[config.mk]
export PLATFORM = sky130hd
export DESIGN_NAME = fixed_point_line_rasterizer
export DESIGN_NICKNAME = d
export VERILOG_FILES = /design/src/hdl/flr_pkg.sv /design/src/hdl/fixed_point_line_rasterizer.sv /design/src/hdl/flr_div.sv /design/src/hdl/flr_dp.sv /design/src/hdl/flr_ctrl.sv
export SDC_FILE = /design/constraint.sdc
export NUM_CORES = 1
export LEC_CHECK = 0
export BUFFER_PORTS_ARGS = -buffer_cell sky130_fd_sc_hd__clkbuf_2
export CAP_MARGIN = 10
export CORE_MARGIN = 2
export CORE_UTILIZATION = 25
export CTS_BUF_LIST = sky130_fd_sc_hd__clkbuf_4
export DETAILED_ROUTE_END_ITERATION = 10
export GPL_TIMING_DRIVEN = 1
export PLACE_DENSITY = 0.4
export SLEW_MARGIN = 5
export SYNTH_ARGS = -nofsm -noshare
export SYNTH_HDL_FRONTEND = slang
export SYNTH_SLANG_ARGS = --single-unit
[constraint.sdc]
create_clock -name clk -period 6.5 [get_ports clk]
set_input_delay 1.3 -clock clk [delete_from_list [all_inputs] [get_ports clk]]
set_output_delay 1.3 -clock clk [all_outputs]
set_load 0.01 [all_outputs]
[src/hdl/flr_pkg.sv]
// ----------------------------------------------------------------------------
// flr_pkg: shared types and constants of the fixed-point line rasterizer
// Field widths, register indexes, function codes and the controller to
// datapath command and status bundles.
// ----------------------------------------------------------------------------
package flr_pkg;

  // Default parameter values
  localparam int COORD_BITS_DEF = 15;
  localparam int FRAC_BITS_DEF  = 16;

  // Fixed widths
  localparam int ACC_BITS    = 32;
  localparam int PIX_BITS    = 14;
  localparam int COLOR_BITS  = 8;
  localparam int CFG_BITS    = 15;
  localparam int CFG_IDX_BITS = 1;

  // Output word: pix_x, pix_y, pix_color, padded to whole bytes
  localparam int M_FIELD_BITS = 2 * PIX_BITS + COLOR_BITS;
  localparam int M_DATA_BITS  = ((M_FIELD_BITS + 7) / 8) * 8;

  localparam logic [PIX_BITS-1:0] PIX_MAX = '1;

  // Function codes carried on tuser
  localparam logic FUNC_LOAD = 1'b0;
  localparam logic FUNC_STEP = 1'b1;

  // Register indexes
  localparam logic [CFG_IDX_BITS-1:0] REG_IMAGE_WIDTH  = 1'b0;
  localparam logic [CFG_IDX_BITS-1:0] REG_IMAGE_HEIGHT = 1'b1;

  localparam logic [CFG_BITS-1:0] IMAGE_WIDTH_RESET  = 15'd640;
  localparam logic [CFG_BITS-1:0] IMAGE_HEIGHT_RESET = 15'd480;

  // Controller commands to the datapath
  typedef struct packed {
    logic load;      // latch a new line, start the divider
    logic div_step;  // one quotient bit
    logic div_fin;   // write the signed increment
    logic emit;      // load the output register with the current pixel
    logic advance;   // move one unit along the long axis
  } flr_cmd_t;

  // Datapath status to the controller
  typedef struct packed {
    logic is_last;   // current position is the end point
  } flr_stat_t;

  // Largest coordinate allowed for an image size
  function automatic logic [PIX_BITS-1:0] clamp_limit(input logic [CFG_BITS-1:0] size);
    logic [CFG_BITS-1:0] hi;
    hi = size - CFG_BITS'(1);
    if (size == '0) return '0;
    if (hi > CFG_BITS'(PIX_MAX)) return PIX_MAX;
    return hi[PIX_BITS-1:0];
  endfunction

endpackage

[src/hdl/fixed_point_line_rasterizer.sv]
// ----------------------------------------------------------------------------
// fixed_point_line_rasterizer: 16.16 fixed-point line stepping engine
// Input stream: s_tuser = 0 loads a line (endpoints and colour), 1 asks for
// the next pixel. Output stream: one clamped pixel per step, tlast on the
// end point. Configuration: cfg_index 0 = image width, 1 = image height.
//
// A load word is accepted and then the increment divider runs one quotient
// bit per cycle, then signs the result in a final state; the next input
// word is taken only once the divider is through. Step words are taken one
// per cycle while the output is not held, and their pixel appears in the
// output register the cycle after acceptance. A step with no active line is
// taken and gives nothing; a load drops any line still being drawn.
// The output register holds a pixel while m_tready is low; s_tready then
// drops so no step is taken until the pixel moves on, and a new step is
// accepted in the same cycle the held pixel is taken.
// After reset no line is active and the image is 640 by 480. Configuration
// must be written by the user only while the block is idle; not enforced.
// ----------------------------------------------------------------------------
module fixed_point_line_rasterizer #(
  parameter int COORD_BITS = flr_pkg::COORD_BITS_DEF,
  parameter int FRAC_BITS  = flr_pkg::FRAC_BITS_DEF
) (
  input  logic                                clk,
  input  logic                                rst,
  // input stream
  input  logic                                s_tvalid,
  output logic                                s_tready,
  // start_x, start_y, end_x, end_y, pen_color (low bits first), zero padded
  input  logic [((4*COORD_BITS+flr_pkg::COLOR_BITS+7)/8)*8-1:0] s_tdata,
  // func
  input  logic                                s_tuser,
  // output stream
  output logic                                m_tvalid,
  input  logic                                m_tready,
  // pix_x, pix_y, pix_color (low bits first), zero padded
  output logic [flr_pkg::M_DATA_BITS-1:0]     m_tdata,
  // last
  output logic                                m_tlast,
  // configuration write port
  input  logic                                cfg_we,
  input  logic [flr_pkg::CFG_IDX_BITS-1:0]    cfg_index,
  input  logic [flr_pkg::CFG_BITS-1:0]        cfg_data
);

  localparam int CB = COORD_BITS;

  flr_pkg::flr_cmd_t  cmd;
  flr_pkg::flr_stat_t stat;

  logic [flr_pkg::PIX_BITS-1:0]   pix_x;
  logic [flr_pkg::PIX_BITS-1:0]   pix_y;
  logic [flr_pkg::COLOR_BITS-1:0] pix_color;

  flr_ctrl #(
    .FRAC_BITS (FRAC_BITS)
  ) u_ctrl (
    .clk      (clk),
    .rst      (rst),
    .s_tvalid (s_tvalid),
    .s_tready (s_tready),
    .func     (s_tuser),
    .m_tvalid (m_tvalid),
    .m_tready (m_tready),
    .cmd      (cmd),
    .stat     (stat)
  );

  flr_dp #(
    .COORD_BITS (COORD_BITS),
    .FRAC_BITS  (FRAC_BITS)
  ) u_dp (
    .clk       (clk),
    .rst       (rst),
    .cmd       (cmd),
    .stat      (stat),
    .cfg_we    (cfg_we),
    .cfg_index (cfg_index),
    .cfg_data  (cfg_data),
    .start_x   ($signed(s_tdata[CB-1:0])),
    .start_y   ($signed(s_tdata[2*CB-1:CB])),
    .end_x     ($signed(s_tdata[3*CB-1:2*CB])),
    .end_y     ($signed(s_tdata[4*CB-1:3*CB])),
    .pen_color (s_tdata[4*CB+flr_pkg::COLOR_BITS-1:4*CB]),
    .pix_x     (pix_x),
    .pix_y     (pix_y),
    .pix_color (pix_color),
    .last      (m_tlast)
  );

  // Pack the output word
  assign m_tdata = flr_pkg::M_DATA_BITS'({pix_color, pix_y, pix_x});

endmodule

[src/hdl/flr_div.sv]
// ----------------------------------------------------------------------------
// flr_div: iterative restoring divider for the per-step increment
// Computes (dividend << FRAC_BITS) / divisor one quotient bit per step,
// for dividend <= divisor. FRAC_BITS + 1 steps give the full quotient.
// ----------------------------------------------------------------------------
module flr_div #(
  parameter int COORD_BITS = flr_pkg::COORD_BITS_DEF,
  parameter int FRAC_BITS  = flr_pkg::FRAC_BITS_DEF
) (
  input  logic                  clk,
  input  logic                  init,
  input  logic                  step,
  input  logic [COORD_BITS-1:0] dividend,
  input  logic [COORD_BITS-1:0] divisor,
  output logic [FRAC_BITS:0]    quot
);

  logic [COORD_BITS-1:0] rem;
  logic [FRAC_BITS:0]    q;
  logic                  first;
  logic [COORD_BITS:0]   trial;
  logic                  ge;

  // first step tests the whole part, later steps shift in a zero
  always_comb begin
    trial = first ? {1'b0, rem} : {rem, 1'b0};
    ge    = trial >= {1'b0, divisor};
  end

  always_ff @(posedge clk) begin
    if (init) begin
      rem   <= dividend;
      q     <= '0;
      first <= 1'b1;
    end else if (step) begin
      rem   <= ge ? COORD_BITS'(trial - {1'b0, divisor}) : trial[COORD_BITS-1:0];
      q     <= {q[FRAC_BITS-1:0], ge};
      first <= 1'b0;
    end
  end

  assign quot = q;

endmodule

[src/hdl/flr_dp.sv]
// ----------------------------------------------------------------------------
// flr_dp: datapath of the line rasterizer
// Image-size registers, line set-up, increment divider, 16.16 accumulator,
// coordinate clamps and the output register.
// ----------------------------------------------------------------------------
module flr_dp #(
  parameter int COORD_BITS = flr_pkg::COORD_BITS_DEF,
  parameter int FRAC_BITS  = flr_pkg::FRAC_BITS_DEF
) (
  input  logic                               clk,
  input  logic                               rst,
  input  flr_pkg::flr_cmd_t                  cmd,
  output flr_pkg::flr_stat_t                 stat,
  input  logic                               cfg_we,
  input  logic [flr_pkg::CFG_IDX_BITS-1:0]   cfg_index,
  input  logic [flr_pkg::CFG_BITS-1:0]       cfg_data,
  input  logic signed [COORD_BITS-1:0]       start_x,
  input  logic signed [COORD_BITS-1:0]       start_y,
  input  logic signed [COORD_BITS-1:0]       end_x,
  input  logic signed [COORD_BITS-1:0]       end_y,
  input  logic [flr_pkg::COLOR_BITS-1:0]     pen_color,
  output logic [flr_pkg::PIX_BITS-1:0]       pix_x,
  output logic [flr_pkg::PIX_BITS-1:0]       pix_y,
  output logic [flr_pkg::COLOR_BITS-1:0]     pix_color,
  output logic                               last
);

  localparam int ACC_BITS = flr_pkg::ACC_BITS;
  localparam int PIX_BITS = flr_pkg::PIX_BITS;
  localparam int CLW      = ACC_BITS - FRAC_BITS;

  // Clamp limits, kept as width-1 / height-1
  logic [PIX_BITS-1:0] x_lim;
  logic [PIX_BITS-1:0] y_lim;

  always_ff @(posedge clk) begin
    if (rst) begin
      x_lim <= flr_pkg::clamp_limit(flr_pkg::IMAGE_WIDTH_RESET);
      y_lim <= flr_pkg::clamp_limit(flr_pkg::IMAGE_HEIGHT_RESET);
    end else if (cfg_we) begin
      unique case (cfg_index)
        flr_pkg::REG_IMAGE_WIDTH:  x_lim <= flr_pkg::clamp_limit(cfg_data);
        flr_pkg::REG_IMAGE_HEIGHT: y_lim <= flr_pkg::clamp_limit(cfg_data);
        default: ;
      endcase
    end
  end

  // Line set-up from the endpoints
  logic signed [COORD_BITS:0]   dx;
  logic signed [COORD_BITS:0]   dy;
  logic [COORD_BITS-1:0]        adx;
  logic [COORD_BITS-1:0]        ady;
  logic                         y_long_in;
  logic [COORD_BITS-1:0]        mag_s_in;
  logic [COORD_BITS-1:0]        mag_l_in;
  logic                         neg_in;
  logic                         l_neg_in;
  logic signed [COORD_BITS-1:0] s_start;

  always_comb begin
    dx        = (COORD_BITS+1)'(end_x) - (COORD_BITS+1)'(start_x);
    dy        = (COORD_BITS+1)'(end_y) - (COORD_BITS+1)'(start_y);
    adx       = dx[COORD_BITS] ? COORD_BITS'(-dx) : dx[COORD_BITS-1:0];
    ady       = dy[COORD_BITS] ? COORD_BITS'(-dy) : dy[COORD_BITS-1:0];
    y_long_in = ady > adx;
    mag_s_in  = y_long_in ? adx : ady;
    mag_l_in  = y_long_in ? ady : adx;
    l_neg_in  = y_long_in ? dy[COORD_BITS] : dx[COORD_BITS];
    neg_in    = (y_long_in ? dx[COORD_BITS] : dy[COORD_BITS]) ^ l_neg_in;
    s_start   = y_long_in ? start_x : start_y;
  end

  // Line state
  logic                         y_is_long_axis;
  logic                         step_down;
  logic                         inc_neg;
  logic                         l_zero;
  logic [COORD_BITS-1:0]        mag_l;
  logic signed [COORD_BITS-1:0] long_pos;
  logic signed [COORD_BITS-1:0] long_end;
  logic [ACC_BITS-1:0]          frac_acc;
  logic [ACC_BITS-1:0]          frac_inc;
  logic [flr_pkg::COLOR_BITS-1:0] line_color;
  logic [FRAC_BITS:0]           quot;
  logic [ACC_BITS-1:0]          inc_mag;

  flr_div #(
    .COORD_BITS (COORD_BITS),
    .FRAC_BITS  (FRAC_BITS)
  ) u_div (
    .clk      (clk),
    .init     (cmd.load),
    .step     (cmd.div_step),
    .dividend (mag_s_in),
    .divisor  (mag_l),
    .quot     (quot)
  );

  assign inc_mag = ACC_BITS'(quot);

  always_ff @(posedge clk) begin
    if (cmd.load) begin
      y_is_long_axis <= y_long_in;
      step_down      <= l_neg_in || (mag_l_in == '0);
      inc_neg        <= neg_in;
      l_zero         <= mag_l_in == '0;
      mag_l          <= mag_l_in;
      long_pos       <= y_long_in ? start_y : start_x;
      long_end       <= y_long_in ? end_y : end_x;
      // start coordinate plus one half
      frac_acc       <= {CLW'(s_start), 1'b1, {(FRAC_BITS-1){1'b0}}};
      line_color     <= pen_color;
    end else if (cmd.advance) begin
      if (step_down) begin
        long_pos <= long_pos - COORD_BITS'(1);
        frac_acc <= frac_acc - frac_inc;
      end else begin
        long_pos <= long_pos + COORD_BITS'(1);
        frac_acc <= frac_acc + frac_inc;
      end
    end
    // signed increment once the quotient is complete
    if (cmd.div_fin) begin
      frac_inc <= l_zero ? '0 : (inc_neg ? ACC_BITS'(-inc_mag) : inc_mag);
    end
  end

  assign stat.is_last = long_pos == long_end;

  // Pixel coordinates and clamps
  function automatic logic [PIX_BITS-1:0] clamp_pix(input logic signed [CLW-1:0] v,
                                                    input logic [PIX_BITS-1:0] lim);
    if (v[CLW-1]) return '0;
    if ($unsigned(v) > CLW'(lim)) return lim;
    return v[PIX_BITS-1:0];
  endfunction

  logic signed [CLW-1:0] acc_whole;
  logic signed [CLW-1:0] long_ext;
  logic signed [CLW-1:0] px;
  logic signed [CLW-1:0] py;

  always_comb begin
    acc_whole = $signed(frac_acc[ACC_BITS-1:FRAC_BITS]);
    long_ext  = CLW'(long_pos);
    px        = y_is_long_axis ? acc_whole : long_ext;
    py        = y_is_long_axis ? long_ext : acc_whole;
  end

  // Output register
  always_ff @(posedge clk) begin
    if (cmd.emit) begin
      pix_x     <= clamp_pix(px, x_lim);
      pix_y     <= clamp_pix(py, y_lim);
      pix_color <= line_color;
      last      <= stat.is_last;
    end
  end

endmodule

[src/hdl/flr_ctrl.sv]
// ----------------------------------------------------------------------------
// flr_ctrl: controller of the line rasterizer
// Handshakes on both streams, sequences the increment division after a
// load and tracks whether a line is active.
// ----------------------------------------------------------------------------
module flr_ctrl #(
  parameter int FRAC_BITS = flr_pkg::FRAC_BITS_DEF
) (
  input  logic               clk,
  input  logic               rst,
  input  logic               s_tvalid,
  output logic               s_tready,
  input  logic               func,
  output logic               m_tvalid,
  input  logic               m_tready,
  output flr_pkg::flr_cmd_t  cmd,
  input  flr_pkg::flr_stat_t stat
);

  localparam int CNT_W = $clog2(FRAC_BITS + 1);

  localparam logic [1:0] ST_RUN = 2'd0;
  localparam logic [1:0] ST_DIV = 2'd1;
  localparam logic [1:0] ST_FIN = 2'd2;

  logic [1:0]       state;
  logic [1:0]       state_next;
  logic [CNT_W-1:0] cnt;
  logic             line_active;
  logic             in_word;

  // Accept while running and the output register is free or draining
  always_comb begin
    s_tready     = (state == ST_RUN) && (!m_tvalid || m_tready);
    in_word      = s_tvalid && s_tready;
    cmd.load     = in_word && (func == flr_pkg::FUNC_LOAD);
    cmd.emit     = in_word && (func == flr_pkg::FUNC_STEP) && line_active;
    cmd.advance  = cmd.emit && !stat.is_last;
    cmd.div_step = state == ST_DIV;
    cmd.div_fin  = state == ST_FIN;
  end

  // Next state
  always_comb begin
    state_next = state;
    unique case (state)
      ST_RUN: if (cmd.load) state_next = ST_DIV;
      ST_DIV: if (cnt == CNT_W'(FRAC_BITS)) state_next = ST_FIN;
      ST_FIN: state_next = ST_RUN;
      default: state_next = ST_RUN;
    endcase
  end

  always_ff @(posedge clk) begin
    if (rst) begin
      state       <= ST_RUN;
      cnt         <= '0;
      line_active <= 1'b0;
      m_tvalid    <= 1'b0;
    end else begin
      state <= state_next;
      // quotient bit counter
      if (state == ST_DIV) cnt <= cnt + CNT_W'(1);
      else                 cnt <= '0;
      if (cmd.load)                        line_active <= 1'b1;
      else if (cmd.emit && stat.is_last)   line_active <= 1'b0;
      if (cmd.emit)      m_tvalid <= 1'b1;
      else if (m_tready) m_tvalid <= 1'b0;
    end
  end

endmodule
# --- Word-level counts from Yosys, hierarchy flattened ---
# Cells that the tools add are included.
# W data, S select, Z words.
word_totals:
  regBits: 228
  out_inout_bits: 43
  memories: 0
  romBits: 0
  mem_bits_rw: 0
  latchBits: 0
  inputBits: 94
  elab_cells: 145
classes:
  mux: 69
  multipliers: 0
  n_div: 0
  shifts: 0
  bitwise_logic: 5
  n_lt_le_gt_ge: 5
  n_reduce_logical: 23
  eq_ne: 6
  add_sub_neg: 12
ops:
  columns: ["cell", "count"]
  rows:
  - ["$mux W14", 14]
  - ["$mux W15", 13]
  - ["$mux W32", 3]
  - ["$mux W16", 3]
  - ["$add A32 B32 Y32", 1]
  - ["$gt A16 B14 Y1", 2]
  - ["$mux W1", 32]
  - ["$neg A17 Y32", 1]
  - ["$sub A15 B15 Y16", 2]
  - ["$sub A32 B32 Y32", 1]
  - ["$logic_not A15 Y1", 2]
  - ["$neg A15 Y15", 2]
  - ["$mux W17", 1]
  - ["$ge A16 B15 Y1", 1]
  - ["$add A15 B2 Y15 const B", 1]
  - ["$eq A15 B15 Y1", 1]
  - ["$gt A15 B14 Y1 const B", 1]
  - ["$gt A15 B15 Y1", 1]
  - ["$sub A15 B1 Y15 const B", 1]
  - ["$sub A15 B15 Y15", 1]
  - ["$sub A15 B2 Y15 const B", 1]
  - ["$reduce_bool A2 Y1", 4]
  - ["$logic_and A1 B1 Y1", 7]
  - ["$reduce_and A2 Y1", 3]
  - ["other kinds (14)", 21]

# --- Depth between registers and ports, before layout ---
# Gate-level depths: netlist of run 1.
depth:
  word_depth: 11
  depth_mapped: 25
  ltp_nobuf: 23

# --- Hierarchy ---
# A second synthesis of run 1 with hierarchy kept.
hier_totals:
  cells_unflattened: 2011
  hier_area_um2: 18201.2
by_module_without_submodules:
  columns: ["mod", "cells_each", "seq_area_each_um2", "area_each_um2", "n_inst"]
  rows:
  - ["flr_dp", 1684, 5144.9, 15309.7, 1]
  - ["flr_div", 276, 810.8, 2444.8, 1]
  - ["flr_ctrl", 46, 180.2, 412.9, 1]
  - ["fixed_point_line_rasterizer", 5, 0.0, 33.8, 1]

# --- Worst setup path before layout of run 1 ---
# No wires, ideal clock.
synth_timing:
  path_type: "input to register"
  startpoint: "input s_tdata[4] (netlist name)"
  endpoint: "register u_dp.long_pos[10] (data pin)"
  cell_stages: 20
  arrival_time_ns: 5.814
  path_buffers: 3
  setup_time_ns: 0.200
  t_required_ns: 6.300
  slack_ns: 0.486
  cell_sequence: "inv_1 ha_1 buf_6 o21a_1 o21ai_1 a21oi_1 or3_1 a221o_1 or3b_4 o31a_1 or2_0 a221o_1 ha_1 nand4_1 nor4_1 and2_1 clkbuf_1 clkbuf_1 o21ai_0 o221ai_1"
synth_between:
  elab_chain_cells: 6
synth_lines:
  columns: ["element", "line_no", "rtl"]
  rows:
  - ["from (decl)", "fixed_point_line_rasterizer.sv:29", "input logic [((4*COORD_BITS+flr_pkg::COLOR_BITS+7)/8)*8-1:0] s_tdata,"]
  - ["$sub A15 B15 Y16 (*)", "flr_dp.sv:62", "dx = (COORD_BITS+1)'(end_x) - (COORD_BITS+1)'(start_x);"]
  - ["$neg A15 Y15", "flr_dp.sv:64", "adx = dx[COORD_BITS] ? COORD_BITS'(-dx) : dx[COORD_BITS-1:0];"]
  - ["$mux W15 (*)", "flr_dp.sv:64", null]
  - ["$gt A15 B15 Y1 (*)", "flr_dp.sv:66", "y_long_in = ady > adx;"]
  - ["$mux W15 (*)", "flr_dp.sv:109", "long_pos <= y_long_in ? start_y : start_x;"]
  - ["$mux W15 (*)", "flr_dp.sv:103", "if (cmd.load) begin"]
  - ["to (signal assigned)", "flr_dp.sv:109", null]
  - ["to (signal assigned)", "flr_dp.sv:116", "long_pos <= long_pos - COORD_BITS'(1);"]
  - ["to (signal assigned)", "flr_dp.sv:119", "long_pos <= long_pos + COORD_BITS'(1);"]
  - ["to (decl)", "flr_dp.sv:80", "logic signed [COORD_BITS-1:0] long_pos;"]
# Mark *: on every way between the ends. The rest lies on a longest branch, timed or not.
# A chain may end at the register's enable or synchronous reset.

# --- Final worst setup path of run 1 ---
layout_timing:
  startpoint: "input s_tdata[30] (netlist name)"
  endpoint: "register u_dp.frac_acc[16] (data pin)"
layout_between:
  elab_chain_cells: 6
layout_lines:
  columns: ["element", "line_no", "rtl"]
  rows:
  - ["$sub A15 B15 Y16 (*)", "flr_dp.sv:62", null]
  - ["$neg A15 Y15", "flr_dp.sv:64", null]
  - ["$mux W15 (*)", "flr_dp.sv:64", null]
  - ["$gt A15 B15 Y1 (*)", "flr_dp.sv:66", null]
  - ["$mux W15 (*)", "flr_dp.sv:71", "s_start = y_long_in ? start_x : start_y;"]
  - ["$mux W32 (*)", "flr_dp.sv:103", null]
  - ["to (signal assigned)", "flr_dp.sv:112", "frac_acc <= {CLW'(s_start), 1'b1, {(FRAC_BITS-1){1'b0}}};"]
  - ["to (signal assigned)", "flr_dp.sv:117", "frac_acc <= frac_acc - frac_inc;"]
  - ["to (signal assigned)", "flr_dp.sv:120", "frac_acc <= frac_acc + frac_inc;"]
  - ["to (decl)", "flr_dp.sv:82", "logic [ACC_BITS-1:0] frac_acc;"]
# Marks and branches as above.

==> out/metrics.cfg, run 1 <==
[floorplanning]
ios = 137
initial_utilization_pct = 25.2
fp.dieW_um = 270
fp.dieH_um = 270
die_area_sq_mm = 0.0727
row_count = 97
coreArea_sq_mm = 0.0699

[timing]
grt_setup_unrepaired = false
clock.fmax_mhz = 172
fin_crit_ns = 5.83
final_max_slew_viol_count = 0
post-route-period-util_pct = 89.6
finalHoldViolCount = 0
tns_ns = 0
final.setup_skew_ns = 0.0678
tightestPinTransition_ns = 1.07
max_slew_margin_pct = 28.1
finalSetupViolations = 0

[logic_synthesis]
async_reset_ff_share_pct = 0
postSynthAreaPerCell_sq_um = 8.79
synth-seq-cells = 228
synth_top_cell_by_area = edfxtp_1
ys_seq_area_share_pct = 34.8
ys_top_cells_by_area = edfxtp_1 (27%), ha_1 (9.9%), dfxtp_1 (8.1%)
synth.distinct_cells = 81
synthCells = 2009
netlist_area_sq_mm = 0.0177
yosys_warnings = 0
synth_edf_count = 157
ys.flop_type = edfxtp_1
synth_top_area_share_pct = 26.7

[global_route]
overflow = 0
grt_pass1_vias = 15300
grt_max_degree = 61
track_usage_pct = 16.1
grt_pass1_wl_um = 90900
antenna_found_initial = 3

[min_path]
worstHoldStart = u_dp.line_color[3]$_DFFE_PP_
min_path_type = reg2reg
hold_path_depth = 0
hold_path_end = u_dp.pix_color[3]$_DFFE_PP_

[detailed_routing]
vias_per_cell = 4.89
wl_um = 59400
drt_pre_antenna_iters = 5
dr_wl_met3_um = 2890
drc_errors = 0
vias = 15500
met1_length_um = 28800
drt_iter0_drc = 832
route.met2.wl_um = 25100
top_layer_used = met5
wl_per_cell_um = 18.7
ant_nets = 0

[run]
cap_violations = 0

[critical_path]
worstPathRequired_ns = 7.01
reg2reg_to = u_dp.frac_acc[29]$_DFFE_PP_
slowest_delay_ns = 0.45
setup.worst_path.start = s_tdata[30]
path_max_fanout = 28
cp_num_buf_inv = 4
rr_worst_depth = 17
timing.rr.start = u_dp.frac_inc[4]$_SDFFCE_PP0N_
cp-end-kind = flop
cp_cell_sequence = clkbuf_2 -> inv_1 -> ha_1 -> fa_1 -> nand2b_1 -> a21o_1 -> a21oi_1 -> a211oi_1 -> xnor2_1 -> or3b_4 -> o31a_1 -> or2_0 -> a221o_1 -> ha_1 -> nand4_1 -> nor4_1 -> nand2_1 -> nand2_1 -> inv_2 -> buf_12 -> a311o_1
cp.depth = 21
r2r_setup_slack_ns = 1.23
criticalPathCategory = in2reg
cp_slowest_cell = fa_1
cp-start-kind = input port
cp_top_family = simple AND/OR/NAND/NOR gates
arrival_ns = 6.33

[placed_design]
placed_area_sq_mm = 0.0197
port_buffers = 128
place_hpwl_um = 47100
place.gp.congestion = 0.879

[cts]
h-tree-depth = 3
cts_inserted_buffers = 70
post_cts_buffers = 0
ctsHoldBuffers = 0
clock_sinks = 228
clk_latency_ns = 0.79
cts_buffer_depth = 3
ctsResizeCount = 0
cts_tree = built
clockRootBuffer = clkbuf_4
cts.clk_slew.worst_paths_ns = 0.06

[cells_and_area]
multiInputGateArea_sq_mm = 0.0107
final_layout_size_suffix_gt1_share_pct = 16.6
final_area_sq_mm = 0.0205
nNetsFinal = 2424
fillers = 7551
ff_latch_area_sq_mm = 0.00614
syn_to_final_growth_pct = 16.3

[power_and_ir_drop]
p_per_area_mw_per_mm2 = 330
vdd_ir_drop_max_v = 0.000165
leakagePower_nw = 8.27

[run_status]
status = finished clean

## worst reg2reg max path: cells and delay by family (launching register included)
kind,cells,cell delay (ns)
AO/OA/AOI/OAI,8,2.09
AND/OR/NAND/NOR,6,1.76
XOR/XNOR,2,0.47
flip-flops,1,0.42
adder cells (fa/ha/maj),1,0.34
## cell usage in the layout, fill, tap and decap left out, types with 25 or more instances in the layout
cell,count
nand3_1,66
xnor2_1,110
nand4_1,26
mux2_2,41
a211oi_1,47
buf_4,63
o21ai_0,120
nor2_1,168
clkbuf_2,128
a21o_1,42
edfxtp_1,157
ha_1,139
dfxtp_1,71
nor3_1,62
nor2b_1,25
inv_1,127
nand2b_1,28
a21oi_1,135
clkbuf_4,98
xor2_1,63
nand2_1,168
## where the power goes
group	leakage [nW]	switching, mW	internal [mW]
registers	2.04	0.132	1.83
clock network	0.499	0.700	0.703
logic	5.74	2.02	1.38
## layout make-up
class,count,share of cell area (%)
timing repair buffer,195,5.81
clock buffer,98,3.58
inverter,129,2.37
sequential,228,29.9
clock inverter,23,0.585
tap,940,5.73
multi-input combinational,1562,52.0
antenna,2,0.0244
## how the worst max path moves through the flow
stage | endpoint
after floorplan | u_dp.long_pos[10]$_DFFE_PP_
after global placement | u_dp.long_end[7]$_DFFE_PP_
after detailed placement | u_dp.long_end[2]$_DFFE_PP_
after CTS | u_dp.frac_acc[16]$_DFFE_PP_
after global routing | u_dp.long_end[2]$_DFFE_PP_
final | u_dp.frac_acc[16]$_DFFE_PP_
## state kept, by name, summed over array words and instances (netlist names), 8 cells and up
signal           flops
u_dp.pix_y          14
u_dp.frac_inc       32
u_dp.line_color      8
u_dp.u_div.rem      15
u_dp.long_end       15
u_dp.x_lim          14
u_dp.pix_color       8
u_dp.y_lim          14
u_dp.long_pos       15
u_dp.pix_x          14
u_dp.u_div.quot     17
u_dp.frac_acc       32
u_dp.mag_l          15
## per-layer routing
metal	track usage [%]	vias to the layer above
met1	22.5	7300
met3	2.46	116
li1	-	7713
met4	8.14	2
met2	24.1	399
met5	0	-
## kinds of logic (layout without fill, tap and decap cells)
kind of cell,count (synthesis),after routing,share of synthesized area [%]
adder cells (fa/ha/maj),145,145,10.5
flip-flops,228,228,34.8
other,1,6,0.0212
buffers and inverters,222,445,4.95
multiplexers,72,72,4.46
AO/OA/AOI/OAI,520,520,19.0
AND/OR/NAND/NOR,648,648,17.7
XOR/XNOR,173,173,8.58
## stage by stage
step | worst slack (ns) | utilization (%) | std cells | power [mW] | hold WS [ns]
after global routing | 0.418 | 29.4 | 3176 | 7.33 | 0.426
final | 0.674 | 29.4 | 3177 | 6.78 | 0.418
after detailed placement | -0.0313 | 28.1 | 3054 | 5.38 | 0.405
after CTS | 0.825 | 29.4 | 3175 | 6.85 | 0.410
after floorplan | 0.486 | - | 2012 | 4.34 | 0.400
after global placement | 0.0406 | 28.1 | 3054 | 5.37 | 0.401
## cells in the mapped netlist (13+ instances only)
master and instances:
nor3_1 63, or3_1 17, inv_1 128, nor4_1 16, nand2b_1 28, nor2_1 169
clkbuf_1 70, xor2_1 63, nand3_1 66, a211oi_1 47, a211o_1 17, mux2i_1 19
ha_1 139, o21ai_0 121, nor2b_1 26, mux2_2 41, o21a_1 18, o211ai_1 17
dfxtp_1 71, nand4_1 26, xnor2_1 110, and3_1 13, edfxtp_1 157, a21oi_1 135
o31ai_1 20, nand2_1 168, a21o_1 42
No activity file was read; power rests on OpenSTA's default activity.
==> inputs of run 2 (changes only) <==
--- a/config.mk
+++ b/config.mk
@@ -7,12 +7,13 @@
 export LEC_CHECK = 0
 export BUFFER_PORTS_ARGS = -buffer_cell sky130_fd_sc_hd__clkbuf_2
 export CAP_MARGIN = 10
-export CORE_MARGIN = 2
+export CORE_MARGIN = 8
 export CORE_UTILIZATION = 25
 export CTS_BUF_LIST = sky130_fd_sc_hd__clkbuf_4
 export DETAILED_ROUTE_END_ITERATION = 10
 export GPL_TIMING_DRIVEN = 1
 export PLACE_DENSITY = 0.4
+export SETUP_SLACK_MARGIN = 0.3
 export SLEW_MARGIN = 5
 export SYNTH_ARGS = -nofsm -noshare
 export SYNTH_HDL_FRONTEND = slang
==> run 2 against run 1 <==
Effect of this change:
- clock power up 5%
- worst hold slack better by 0.0041 ns
- sequential cell count unchanged
- critical path type unchanged
- highest routed layer is now met4
==> out/metrics.cfg, run 2 (synthesis results as in run 1) <==
[cts]
h-tree-depth = 3  ; unchanged
clk_latency_ns = 0.78  ; about the same
ctsResizeCount = 0  ; unchanged
ctsHoldBuffers = 0  ; unchanged
cts_inserted_buffers = 72  ; +2.9%
cts_buffer_depth = 3  ; unchanged
clock_sinks = 228  ; unchanged
post_cts_buffers = 0  ; unchanged
cts_tree = built
cts.clk_slew.worst_paths_ns = 0.07  ; about the same
clockRootBuffer = clkbuf_4

[detailed_routing]
vias_per_cell = 4.93  ; +0.85%
drt_pre_antenna_iters = 7  ; +2
drt_iter0_drc = 1063  ; +28%
drc_errors = 0  ; unchanged
wl_per_cell_um = 19.2  ; +2.5%
wl_um = 61100  ; +2.9%
vias = 15700  ; +1.2%
ant_nets = 0  ; unchanged

[critical_path]
crit_path_end = u_dp.frac_acc[16]$_DFFE_PP_
r2r_setup_slack_ns = 1.27  ; +0.04 ns
cp_slowest_cell = fa_1
cp-end-kind = flop
cp_cell_sequence = clkbuf_2 -> inv_1 -> ha_1 -> fa_1 -> nand2b_1 -> a21o_1 -> a21oi_1 -> a211oi_1 -> xnor2_1 -> or3b_4 -> nor4_1 -> o21ai_0 -> a221o_1 -> ha_1 -> nand4_1 -> nor4_1 -> nand2_1 -> nand2_1 -> inv_2 -> buf_12 -> a311o_1
rr_worst_depth = 18  ; +1
setup.worst_path.start = s_tdata[30]
reg2reg_to = u_dp.frac_acc[31]$_DFFE_PP_
timing.rr.start = u_dp.frac_inc[5]$_SDFFCE_PP0N_
worstPathRequired_ns = 7.00  ; about the same
criticalPathCategory = in2reg
arrival_ns = 6.47  ; +0.14 ns
cp-start-kind = input port
slowest_delay_ns = 0.45  ; about the same
cp_num_buf_inv = 4  ; unchanged
path_max_fanout = 27  ; -3.6%
cp.depth = 21  ; unchanged
cp_top_family = simple AND/OR/NAND/NOR gates

[timing]
max_slew_margin_pct = 25.9  ; -2.2 points
grt_setup_unrepaired = false
clock.fmax_mhz = 167  ; -2.5%
fin_crit_ns = 5.98  ; +0.152 ns
finalHoldViolCount = 0  ; unchanged
tightestPinTransition_ns = 1.10  ; +0.0324 ns
final.setup_skew_ns = 0.0419  ; -0.0258 ns
final_max_slew_viol_count = 0  ; unchanged
setup_ws_ns = 0.522  ; -0.152 ns
finalSetupViolations = 0  ; unchanged
post-route-period-util_pct = 92.0  ; +2.3 points

[power_and_ir_drop]
vdd_ir_drop_max_v = 0.000160  ; -3.2%
p_sw_mw = 2.88  ; +0.79%
leakagePower_nw = 8.33  ; +0.73%
p_per_area_mw_per_mm2 = 333  ; +0.80%
p_sw_share_pct = 42.0  ; -0.18 points
pwr-share-clk_pct = 21.4  ; +0.7 points
power.total_mw = 6.86  ; +1.2%
power_frac_seq_pct = 28.9  ; about the same
p_comb_share_pct = 49.7  ; -0.6 points
p_int_mw = 3.98  ; +1.5%

[global_route]
overflow = 0  ; unchanged
track_usage_pct = 15.0  ; -1.2 points
antenna_found_initial = 1  ; -2
grt_pass1_wl_um = 92000  ; +1.2%
grt_pass1_vias = 15200  ; -0.54%
grt_max_degree = 61  ; unchanged

[cells_and_area]
fillers = 7472  ; -1.0%
final_cell_mix = nor2_1 (168), nand2_1 (168), edfxtp_1 (157)
nNetsFinal = 2429  ; +0.21%
syn_to_final_growth_pct = 16.8
final_layout_size_suffix_gt1_share_pct = 17.1  ; +0.54 points
layoutNonFillerInstCount = 3188  ; +0.35%

[min_path]
min_path_type = reg2reg

[placed_design]
port_buffers = 128  ; unchanged
place.gp.congestion = 0.902  ; +2.6%
place_ws_ns = -0.138  ; -0.106 ns
place_hpwl_um = 48400  ; +2.6%
dp_cells = 3057  ; +0.098%

[floorplanning]
row_count = 97  ; unchanged
die_area_sq_mm = 0.0794  ; +9.1%
fp.dieH_um = 282  ; +4.4%
initial_utilization_pct = 25.2  ; -0.044 points
fp.dieW_um = 282  ; +4.4%
coreArea_sq_mm = 0.0700  ; +0.17%
ios = 137  ; unchanged

[run_status]
status = finished clean

[run]
cap_violations = 0  ; unchanged

-- run 2: changes by cell type in the layout (fill, tap and decap cells not counted), sizes merged --
cell / before / now
clkbuf: 226 / 228
buf: 67 / 70
bufinv: 0 / 1
clkinv: 17 / 22
-- run 2: area by class of cell --
class | instances | area [sq um] | area share [%]
flip-flops and latches | 228 | 6140 | 29.8
diodes | 2 | 5.00 | 0.0243
repair buffers | 198 | 1220 | 5.90
multi-input cells | 1562 | 10700 | 51.8
well taps | 940 | 1180 | 5.70
clock inverters | 29 | 164 | 0.795
clock buffers | 100 | 751 | 3.64
inverters | 129 | 487 | 2.36
-- run 2: per-layer routing --
metal / GRT usage, % / vias to the layer above / share of wire [%]
li1: - / 7725 / -
met1: 20.6 / 7440 / 48
met2: 23.1 / 457 / 44
met3: 2.52 / 94 / 5.4
met4: 6.28 / 0 / 3.3
met5: 0 / - / 0
-- run 2: through the flow --
step / hold slack, ns / area [sq um] / utilization, % / setup TNS (ns)
floorplan: 0.400 / 17700 / - / 0
global placement: 0.402 / 19700 / 28.1 / -0.667
detailed placement: 0.409 / 19700 / 28.1 / -2.07
CTS: 0.425 / 20600 / 29.4 / 0
global route: 0.436 / 20600 / 29.4 / 0
finish: 0.422 / 20600 / 29.4 / 0
-- run 2: worst min-delay path by stage --
stage,start,end,slack (ns),cells past startpoint
global placement,u_dp.line_color[3]$_DFFE_PP_,u_dp.pix_color[3]$_DFFE_PP_,0.40,0
global route,u_dp.line_color[4]$_DFFE_PP_,u_dp.pix_color[4]$_DFFE_PP_,0.44,0
detailed placement,u_dp.line_color[6]$_DFFE_PP_,u_dp.pix_color[6]$_DFFE_PP_,0.41,0
CTS,u_dp.line_color[6]$_DFFE_PP_,u_dp.pix_color[6]$_DFFE_PP_,0.42,0
finish,u_dp.line_color[6]$_DFFE_PP_,u_dp.pix_color[6]$_DFFE_PP_,0.42,0
floorplan,u_dp.line_color[0]$_DFFE_PP_,u_dp.pix_color[0]$_DFFE_PP_,0.40,0
-- run 2: power by group through the flow --
stage	logic (mW)	clock network, mW	registers (mW)
finish	3.41	1.47	1.98
global route	3.77	1.62	2.00
global placement	3.38	0	2.01
detailed placement	3.38	0	2.01
CTS	3.41	1.55	1.98
floorplan	2.41	0	1.93
==> inputs of run 3 (changes only) <==
--- a/config.mk
+++ b/config.mk
@@ -17,4 +17,5 @@
 export SLEW_MARGIN = 5
 export SYNTH_ARGS = -nofsm -noshare
 export SYNTH_HDL_FRONTEND = slang
+export SYNTH_HIERARCHICAL = 1
 export SYNTH_SLANG_ARGS = --single-unit
==> run 3 against run 2 <==
Effect of this change:
- final area is 5.1% higher
- die area is 2.9% higher
- total power is 8.6% higher
- setup slack better by 0.013 ns
- combinational power is 15% higher
- critical path depth is 3 higher
- global-route usage is 1.0 points lower
- clock-buffer cell count is 11 higher
- utilization is 0.45 points higher
- final cell count is 2.5% higher
- area after synthesis is 3.1% higher
==> out/metrics.cfg, run 3 <==
[power_and_ir_drop]
p_int_mw = 4.38  ; +9.9%
vdd_ir_drop_max_v = 0.000204  ; +27%
p_comb_share_pct = 52.4  ; +2.7 points
power.total_mw = 7.45  ; +8.6%
p_sw_mw = 3.08  ; +6.8%
p_sw_share_pct = 41.3  ; -0.69 points
p_per_area_mw_per_mm2 = 344  ; +3.4%
leakagePower_nw = 9.11  ; +9.3%
power_frac_seq_pct = 26.9  ; -2.0 points
pwr-share-clk_pct = 20.7  ; -0.7 points

[cells_and_area]
fillers = 7741  ; +3.6%
layout_commonest_cell = nor2_1
final_cell_mix = nor2_1 (180), a21oi_1 (168), edfxtp_1 (157)
final_util_pct = 29.9  ; +0.45 points
nNetsFinal = 2490  ; +2.5%
syn_to_final_growth_pct = 19.0
final_layout_size_suffix_gt1_share_pct = 20.4  ; +3.3 points

[global_route]
track_usage_pct = 13.9  ; -1.0 points
grt_max_degree = 105  ; +72%
overflow = 0  ; unchanged
antenna_found_initial = 4  ; +3
grt_pass1_vias = 15400  ; +1.1%
grt_pass1_wl_um = 89500  ; -2.7%

[timing]
grt_setup_unrepaired = false
clock.fmax_mhz = 168  ; +0.22%
tightestPinTransition_ns = 1.14  ; +0.0413 ns
post-route-period-util_pct = 91.8  ; -0.20 points
fin_crit_ns = 5.96  ; -0.0132 ns
finalHoldViolCount = 0  ; unchanged
max_slew_margin_pct = 23.7  ; -2.2 points
setup_ws_ns = 0.535  ; +0.0132 ns
finalSetupViolations = 0  ; unchanged
final.setup_skew_ns = 0.0845  ; +0.0425 ns
final_max_slew_viol_count = 0  ; unchanged
hold-worst-slack_ns = 0.415  ; -0.00750 ns
tns_ns = 0  ; unchanged

[critical_path]
rr_worst_depth = 19  ; +1
path_max_fanout = 15  ; -44%
cp-end-kind = flop
arrival_ns = 6.45  ; -0.02 ns
criticalPathCategory = in2reg
cp-start-kind = input port
worstPathRequired_ns = 6.98  ; -0.02 ns

[placed_design]
port_buffers = 128  ; unchanged
place_ws_ns = -0.271  ; -0.133 ns
place_hpwl_um = 46600  ; -3.6%
place.gp.congestion = 0.846  ; -6.2%

[logic_synthesis]
postSynthAreaPerCell_sq_um = 9.05  ; +3.0%
netlist_area_sq_mm = 0.0182  ; +3.1%
synth_top_area_share_pct = 25.9  ; -0.81 points
yosys_warnings = 6  ; +6
synthTopCellsByCount = nor2_1 (180), a21oi_1 (168), edfxtp_1 (157), nand2_1 (156), ha_1 (139)
synth.distinct_cells = 103  ; +27%
synth.most_common_cell = nor2_1
synth_edf_count = 157  ; unchanged
synth_top_cell_by_area = edfxtp_1
synth-seq-cells = 228  ; unchanged
ys_top_cells_by_area = edfxtp_1 (26%), ha_1 (9.6%), dfxtp_1 (7.8%)
async_reset_ff_share_pct = 0  ; unchanged
ys_seq_area_share_pct = 33.7  ; -1.1 points
synthCells = 2011  ; +0.10%
ys.flop_type = edfxtp_1

[cts]
clock_sinks = 228  ; unchanged
cts.clk_slew.worst_paths_ns = 0.06  ; about the same
clockRootBuffer = clkbuf_4
clk_latency_ns = 0.80  ; +0.02 ns
cts_buffer_depth = 3  ; unchanged
h-tree-depth = 3  ; unchanged
cts_inserted_buffers = 74  ; +2.8%
cts_tree = built

[floorplanning]
die_area_sq_mm = 0.0817  ; +2.9%
row_count = 99  ; +2.1%
ios = 137  ; unchanged
coreArea_sq_mm = 0.0725  ; +3.5%
initial_utilization_pct = 25.1  ; -0.087 points
fp.dieH_um = 286  ; +1.5%
fp.dieW_um = 286  ; +1.5%

[detailed_routing]
drt_iter0_drc = 999  ; -6.0%
vias_per_cell = 4.81  ; -2.5%
wl_per_cell_um = 18.2  ; -5.1%
drc_errors = 0  ; unchanged
top_layer_used = met4
ant_nets = 0  ; unchanged
dr_wl_met3_um = 2940  ; -11%
drt_pre_antenna_iters = 5  ; -2
met1_length_um = 27500  ; -5.5%
wl_um = 59400  ; -2.7%
vias = 15700  ; -0.051%
route.met2.wl_um = 27400  ; +2.8%

[run]
cap_violations = 0  ; unchanged

[run_status]
status = finished clean

[min_path]
hold_path_depth = 0  ; unchanged
min_path_type = reg2reg

==> run 3: path summary, 6_finish.rpt <==
check | start | end | slack (ns)
worst max register to register | u_dp/frac_inc[3]$_SDFFCE_PP0P_ | u_dp/frac_acc[29]$_DFFE_PP_ | 1.29
worst max-delay path | s_tdata[30] | u_dp/u_div/rem[10]$_DFFE_PP_ | 0.54
worst min-delay path | u_dp/line_color[0]$_DFFE_PP_ | u_dp/pix_color[0]$_DFFE_PP_ | 0.41
worst min register to register | u_dp/line_color[0]$_DFFE_PP_ | u_dp/pix_color[0]$_DFFE_PP_ | 0.41
==> run 3: stage by stage <==
step | instances | instance area (sq um)
after floorplan | 2014 | 18300
after global placement | 3132 | 20600
after detailed placement | 3132 | 20600
after CTS | 3263 | 21600
after global routing | 3267 | 21700
final | 3268 | 21700
==> run 3: cell families (layout without fill, tap and decap cells) <==
logic type	count (synthesis)	count (layout)	share of synthesized area, %
AOI/OAI and AO/OA	486	486	18.2
xor gates and xnor gates	167	167	8.08
adders and majority gates	144	144	10.1
buffers and inverters	215	508	4.88
DFF	228	228	33.7
muxes	136	136	7.87
other	1	6	0.0206
and+or+nand+nor	634	634	17.2
==> run 3: routing by layer <==
layer	global-route usage, %	up-vias
met1	18.2	7369
met5	0	-
met2	22.9	371
met3	2.75	89
met4	4.59	0
li1	-	7879
==> run 3: final cells by class <==
type | instances | area (sq um) | area share (%)
inverter | 128 | 485 | 2.24
sequential | 228 | 6140 | 28.3
clock buffer | 111 | 833 | 3.85
antenna | 2 | 5.00 | 0.0231
tap | 959 | 1200 | 5.54
multi-input combinational | 1571 | 11300 | 52.0
timing repair buffer | 249 | 1610 | 7.42
clock inverter | 20 | 136 | 0.629
==> run 3: power groups by stage <==
stage / clock (mW) / combinational [mW] / sequential, mW
floorplan: 0 / 2.81 / 1.94
global placement: 0 / 3.81 / 2.04
detailed placement: 0 / 3.83 / 2.04
CTS: 1.62 / 3.87 / 2.01
global route: 1.69 / 4.30 / 2.02
finish: 1.54 / 3.91 / 2.01
==> run 3: worst max-delay path, stage by stage <==
cell,delay (ns)
clkbuf_2,0.13
inv_1,0.08
ha_1,0.17
inv_1,0.06
fa_2,0.36
a211oi_2,0.27
o21ai_1,0.18
o21ba_2,0.24
o31ai_2,0.31
and4_1,0.25
o211ai_1,0.14
or3_1,0.38
a221o_1,0.37
and2_1,0.20
ha_1,0.29
a21o_1,0.18
a2111oi_2,0.41
o22ai_1,0.17
o22ai_4,0.26
buf_4,0.19
clkbuf_16,0.20
mux2i_1,0.08
nor2b_1,0.16
a21oi_1,0.05
==> run 3: what timing repair did <==
item,in CTS,in global routing
hold buffers,0,0
setup endpoints to repair,0,54
resized for setup,0,4
setup buffers,0,1
